`src/hw/rtl/assert_macros.svh`:
```
// ----------------------------------------------------------------------------
// Assertion macros
// Shared concurrent assertion wrappers; empty when SYNTHESIS is defined.
// ----------------------------------------------------------------------------
`ifndef ASSERT_MACROS_SVH
`define ASSERT_MACROS_SVH

`ifndef SYNTHESIS
// Property must hold at every rising edge outside reset.
`define ASSERT_ALWAYS(lbl, clk, rst, prop, msg) \
   lbl: assert property (@(posedge clk) disable iff (rst) (prop)) else $error(msg);
// Expression must never be true outside reset.
`define ASSERT_NEVER(lbl, clk, rst, expr, msg) \
   lbl: assert property (@(posedge clk) disable iff (rst) !(expr)) else $error(msg);
`else
`define ASSERT_ALWAYS(lbl, clk, rst, prop, msg)
`define ASSERT_NEVER(lbl, clk, rst, expr, msg)
`endif

`endif

```
`src/hw/rtl/fspa_ram.sv`:
```
// ----------------------------------------------------------------------------
// fspa_ram
// Single write port, single read port RAM with a registered read.
// ----------------------------------------------------------------------------
module fspa_ram #(
   parameter int WIDTH = 8,
   parameter int DEPTH = 256
) (
   input  logic                     clock,
   input  logic                     we,
   input  logic [$clog2(DEPTH)-1:0] waddr,
   input  logic [WIDTH-1:0]         wdata,
   input  logic [$clog2(DEPTH)-1:0] raddr,
   output logic [WIDTH-1:0]         rdata
);

   logic [WIDTH-1:0] mem_ff [DEPTH];
   logic [WIDTH-1:0] rdata_ff;

   always_ff @(posedge clock) begin
      if (we) begin
         mem_ff[waddr] <= wdata;
      end
      rdata_ff <= mem_ff[raddr];
   end

   assign rdata = rdata_ff;

endmodule

```
`config.mk`:
```
export PLATFORM = sky130hd
export DESIGN_NAME = fspa_ram
export DESIGN_NICKNAME = d
export VERILOG_FILES = /design/src/hw/rtl/assert_macros.svh /design/src/hw/rtl/fspa_ram.sv
export SDC_FILE = /design/constraint.sdc
export NUM_CORES = 2
export LEC_CHECK = 0
export BUFFER_PORTS_ARGS = -buffer_cell sky130_fd_sc_hd__buf_2
export CORE_MARGIN = 10
export CORE_UTILIZATION = 40
export DETAILED_ROUTE_END_ITERATION = 10
export GPL_ROUTABILITY_DRIVEN = 0
export HOLD_SLACK_MARGIN = 0.03
export MAX_ROUTING_LAYER = met4
export SYNTH_ARGS = -nofsm -noshare
export SYNTH_HDL_FRONTEND = slang
export SYNTH_SLANG_ARGS = --single-unit
```
`constraint.sdc`:
```
create_clock -name clock -period 2.75 [get_ports clock]
set_input_delay 0.275 -clock clock [delete_from_list [all_inputs] [get_ports clock]]
set_output_delay 0.275 -clock clock [all_outputs]
set_load 0.01 [all_outputs]
```
# After elaboration in Yosys (flattened, before gate mapping)
# Memories as Yosys holds them, arrays and structs flattened. A register that Yosys moved wholly into a read port is not among the register bits.
# Cells that the tools add are included.
[op_classes] n_addsub=0 multipliers=0 n_div=0 order_cmp=0 eq_ne=0 n_shift=0 n_mux=2 n_bitwise=0 n_reduce_logical=0
[op_table] cell="$mux 1" n=2
[totals] ff_bits=0 latchBits=0 ram_bits=2048 mem_bits_ro=0 input_bits=26 out_inout_bits=8 word_cells=3 n_memories=1
[memory_table] name="mem_ff" depth=256 word_bits=8 rd=1 rd_ports_with_merged_regs=1 wr=1 line_no="fspa_ram.sv:17" text="logic [WIDTH-1:0] mem_ff [DEPTH];"

# Depth between registers and ports, before layout
[logic_depth] word_depth=2 mapped_depth=11 mapped_depth_nobuf=6

# Worst setup path after synthesis
# No wires, ideal clock.
[synth_timing] path_kind="input to register" start="input raddr[0]" end="register rdata_ff[2] (netlist: rdata[2]) (read register of mem_ff)" setup_ps=131 arrival_ps=2082 required_time_ps=2619 path_slack_ps=537 cell_stages=9 path_buffers=4 path_cell_list="buf_6 > buf_12 > buf_8 > buf_2 > mux4_2 > a22oi_1 > a21oi_1 > nor4_1 > nor4_2"
[synth_lines] item="start, declared" line_no="fspa_ram.sv:13" text="input logic [$clog2(DEPTH)-1:0] raddr,"
[synth_lines] item="end, declared" line_no="fspa_ram.sv:18" text="logic [WIDTH-1:0] rdata_ff;"

==> results.txt <==
----------------------------------------------------
[Cells and area]
  Area Overhead vs Synth ... 18.2%
  Filler cell count in the final layout ... 16200
  Finished Cell Area ... 94000 sq um
  Net count, final ... 4390
  Multi-input combinational cell area ... 16500 sq um
  Share of cells above drive strength 1 ... 0.311
  Register Area ... 61700 sq um
  Count of non-filler cells in the finished layout ... 7189

[Worst setup path]
  Kind of launch point of the worst setup path ... flop
  Required time of the worst setup path ... 3450 ps
  Maximum net fanout on the critical path ... 1
  Arrival time of the worst setup path ... 3330 ps
  Crit Path Class ... reg2reg
  Worst Setup End Kind ... flop

[Global routing]
  Largest net degree at the start of global routing ... 103
  GRT Util Overall ... 0.190
  Number of antenna violations at the first check in global routing ... 11
  Met1 usage ... 0.263
  Routing layer with the top usage in global route ... met2
  Overflow left after global routing ... 0
  First-pass GRT wire length ... 296 mm
  Met2 track utilization from global routing ... 0.297
  Grt met3 use ... 0.0285
  Via count of the first global-routing pass ... 40900

[Placed design]
  Area after DPL ... 87200 sq um
  Post-detail-place hpwl ... 130 mm
  IO Port Bufs ... 33
  Dpl ws ... -731 ps
  Inst Count DP ... 6786

[Timing]
  Minimum setup slack in the final design ... 124 ps
  Final clock skew ... 51.7 ps
  Remaining max-slew budget at the tightest pin ... 0.185
  Share of the clock period used by the worst path after layout ... 0.955
  Worst hold slack across all endpoints ... 115 ps
  Final Hold Viols ... 0
  Final setup violation count ... 0
  Highest clock frequency the design can meet ... 381 MHz
  Slew at the pin closest to its max-slew limit ... 1210 ps
  Final count of pins violating max slew ... 0
  Final-layout setup total negative slack ... 0 ps
  RSZ-0062 raised after global routing ... false
  Minimum period implied by the final worst setup slack ... 2630 ps

[Floorplan]
  Die width ... 466 um
  Starting Density ... 0.403
  Core box area ... 198000 sq um
  Die boundary height ... 466 um
  Top-Level Pins ... 34
  Die area ... 217000 sq um
  Placement Rows ... 163

[Power and ir drop]
  Internal power consumption ... 0.0516 W
  Leakage power figure ... 30.1 nW
  Worst voltage drop across the vdd grid ... 725 uV
  Power per unit of standard cell area ... 699 nW/um^2
  Switching component of the power ... 0.0141 W
  Fraction of power consumed by sequential logic ... 0.527
  Share of total power consumed by net switching ... 0.215
  Combinational fraction of design power ... 0.054
  Portion of total power attributed to the clock network ... 0.420

[Detailed routing]
  Total wirelength of the detailed-routed design ... 203 mm
  Total iterations of the first detailed-routing run ... 5
  Iteration-0 DRC count of the detailed router ... 4725
  Wire length per cell after detailed routing ... 28.3 um
  Vias post-DR ... 40500
  Number of remaining DRC errors ... 0
  Antenna Nets Post-Route ... 0
  Via-per-instance ratio ... 5.64

[Yosys]
  EDFF count, synth ... 2048
  Largest area contributor in the netlist ... edfxtp_1
  Synthesized netlist cell count ... 3733
  Synth top area cells ... edfxtp_1, mux4_2, mux2i_1
  Post-synth top cells ... edfxtp_1, mux4_2, nor2_1, mux2i_1, a22oi_1
  Number of register bits inferred by synthesis ... 2056
  Syn. warnings ... 0
  Share of the yosys chip area belonging to registers ... 0.775
  Post-Synthesis Cell Area ... 79600 sq um
  FFs w/ async S/R, synth ... 0
  Yosys top cell area share ... 0.773
  Syn Area/Cell ... 21.3 sq um
  Number of distinct library cells after synthesis ... 55
  Synthesized Nets ... 3759
  Most instantiated library cell after synthesis ... edfxtp_1
  Most instantiated flip-flop cell in the synthesis netlist ... edfxtp_1

[Status]
  Result of the run ... completed

[Clocking]
  Clock tree sinks ... 2056
  Clock tree from TritonCTS ... done
  CTS root buf ... clkbuf_16
  CTS Buffer Depth ... 3
  Cts bufs inserted ... 208
  Clock-pin slew on the worst setup and hold paths ... 70 ps
  Clock latency on the worst-skew pair ... 860 ps
  Clock H-tree levels ... 4

[Run]
  Number of maximum-capacitance violations ... 0

[Hold path]
  Hold WC Path Type ... in2reg

----------------------------------------------------
## power by group through the flow
stage | sequential (W) | clock [W] | combinational, W
after floorplan | 0.0352 | 0 | 0.00168
after global placement | 0.0353 | 0 | 0.00352
after detailed placement | 0.0353 | 0 | 0.00355
after CTS | 0.0346 | 0.0280 | 0.00358
after global routing | 0.0346 | 0.0293 | 0.00373
final | 0.0346 | 0.0276 | 0.00354
## final timing paths
kind | start | to | slack, ps | depth (start not counted)
setup / recovery | mem_ff[84][4] | rdata[4] | 120 | 6
hold / removal | waddr[2] | mem_ff[158][5] | 120 | 3
setup reg to reg | mem_ff[84][4] | rdata[4] | 120 | 6
hold reg to reg | mem_ff[58][3] | rdata[3] | 1130 | 6
## cell type report
class | count | area share
flip-flops and latches | 2056 | 0.656
multi-input cells | 1442 | 0.176
repair buffers | 654 | 0.0620
clock buffers | 271 | 0.0592
well taps | 2640 | 0.0351
clock inverters | 118 | 0.0117
diodes | 6 | 0.000160
inverters | 2 | 0.0000799
## state kept, by name, indices dropped and copies added (netlist names)
name and cells:
rdata 8, mem_ff 2048
## critical path, stage by stage, from the launching register on
cell      delay, ps
edfxtp_1        370
mux4_2          510
mux4_2          480
nor2b_1         150
nor4_1          680
buf_4           230
nor4_1           50
## metal layers
layer | share of wire | up-vias
li1 | - | 17000
met1 | 0.42 | 21700
met2 | 0.49 | 1624
met3 | 0.070 | 288
met4 | 0.025 | 0
met5 | 0 | -
## cell families after synthesis
kind of cell / after synthesis / synth area share
mux: 591 / 0.146
flops: 2056 / 0.775
compound gates: 385 / 0.0342
simple gates: 466 / 0.0263
buf+inv: 235 / 0.0183
## stage by stage
stage | utilization | total power, W
CTS | 0.476 | 0.0662
floorplan | - | 0.0369
global placement | 0.441 | 0.0388
detailed placement | 0.441 | 0.0388
global route | 0.476 | 0.0676
finish | 0.476 | 0.0658
## cells in the final DEF (no fill, tap or decap), types with 10 or more instances in the layout
| cell type | count |
|---|---|
| o22ai_1 | 28 |
| clkbuf_16 | 210 |
| bufinv_16 | 15 |
| o21ai_0 | 10 |
| nand4_1 | 10 |
| buf_8 | 10 |
| nor4_1 | 19 |
| a22oi_1 | 133 |
| edfxtp_1 | 2048 |
| buf_2 | 21 |
| a211oi_1 | 16 |
| nand3_1 | 31 |
| buf_4 | 545 |
| mux2i_1 | 134 |
| nand2_1 | 33 |
| clkbuf_1 | 53 |
| nor2_1 | 279 |
| clkinv_1 | 51 |
| a21oi_1 | 96 |
| mux4_2 | 454 |
| clkinv_2 | 31 |
| o211ai_1 | 10 |
| buf_12 | 70 |
| o221ai_1 | 46 |
| nor2b_1 | 28 |
| nor3_1 | 21 |
| a221oi_1 | 13 |
## repair_timing
action	in CTS	in global routing
hold buffers	8	0
gates cloned	0	0
setup endpoints to repair	2	1
hold endpoints to repair	492	0
resized for setup	2	1
setup buffers	0	0
pin swaps	0	0
No activity file was read; power rests on OpenSTA's default activity.
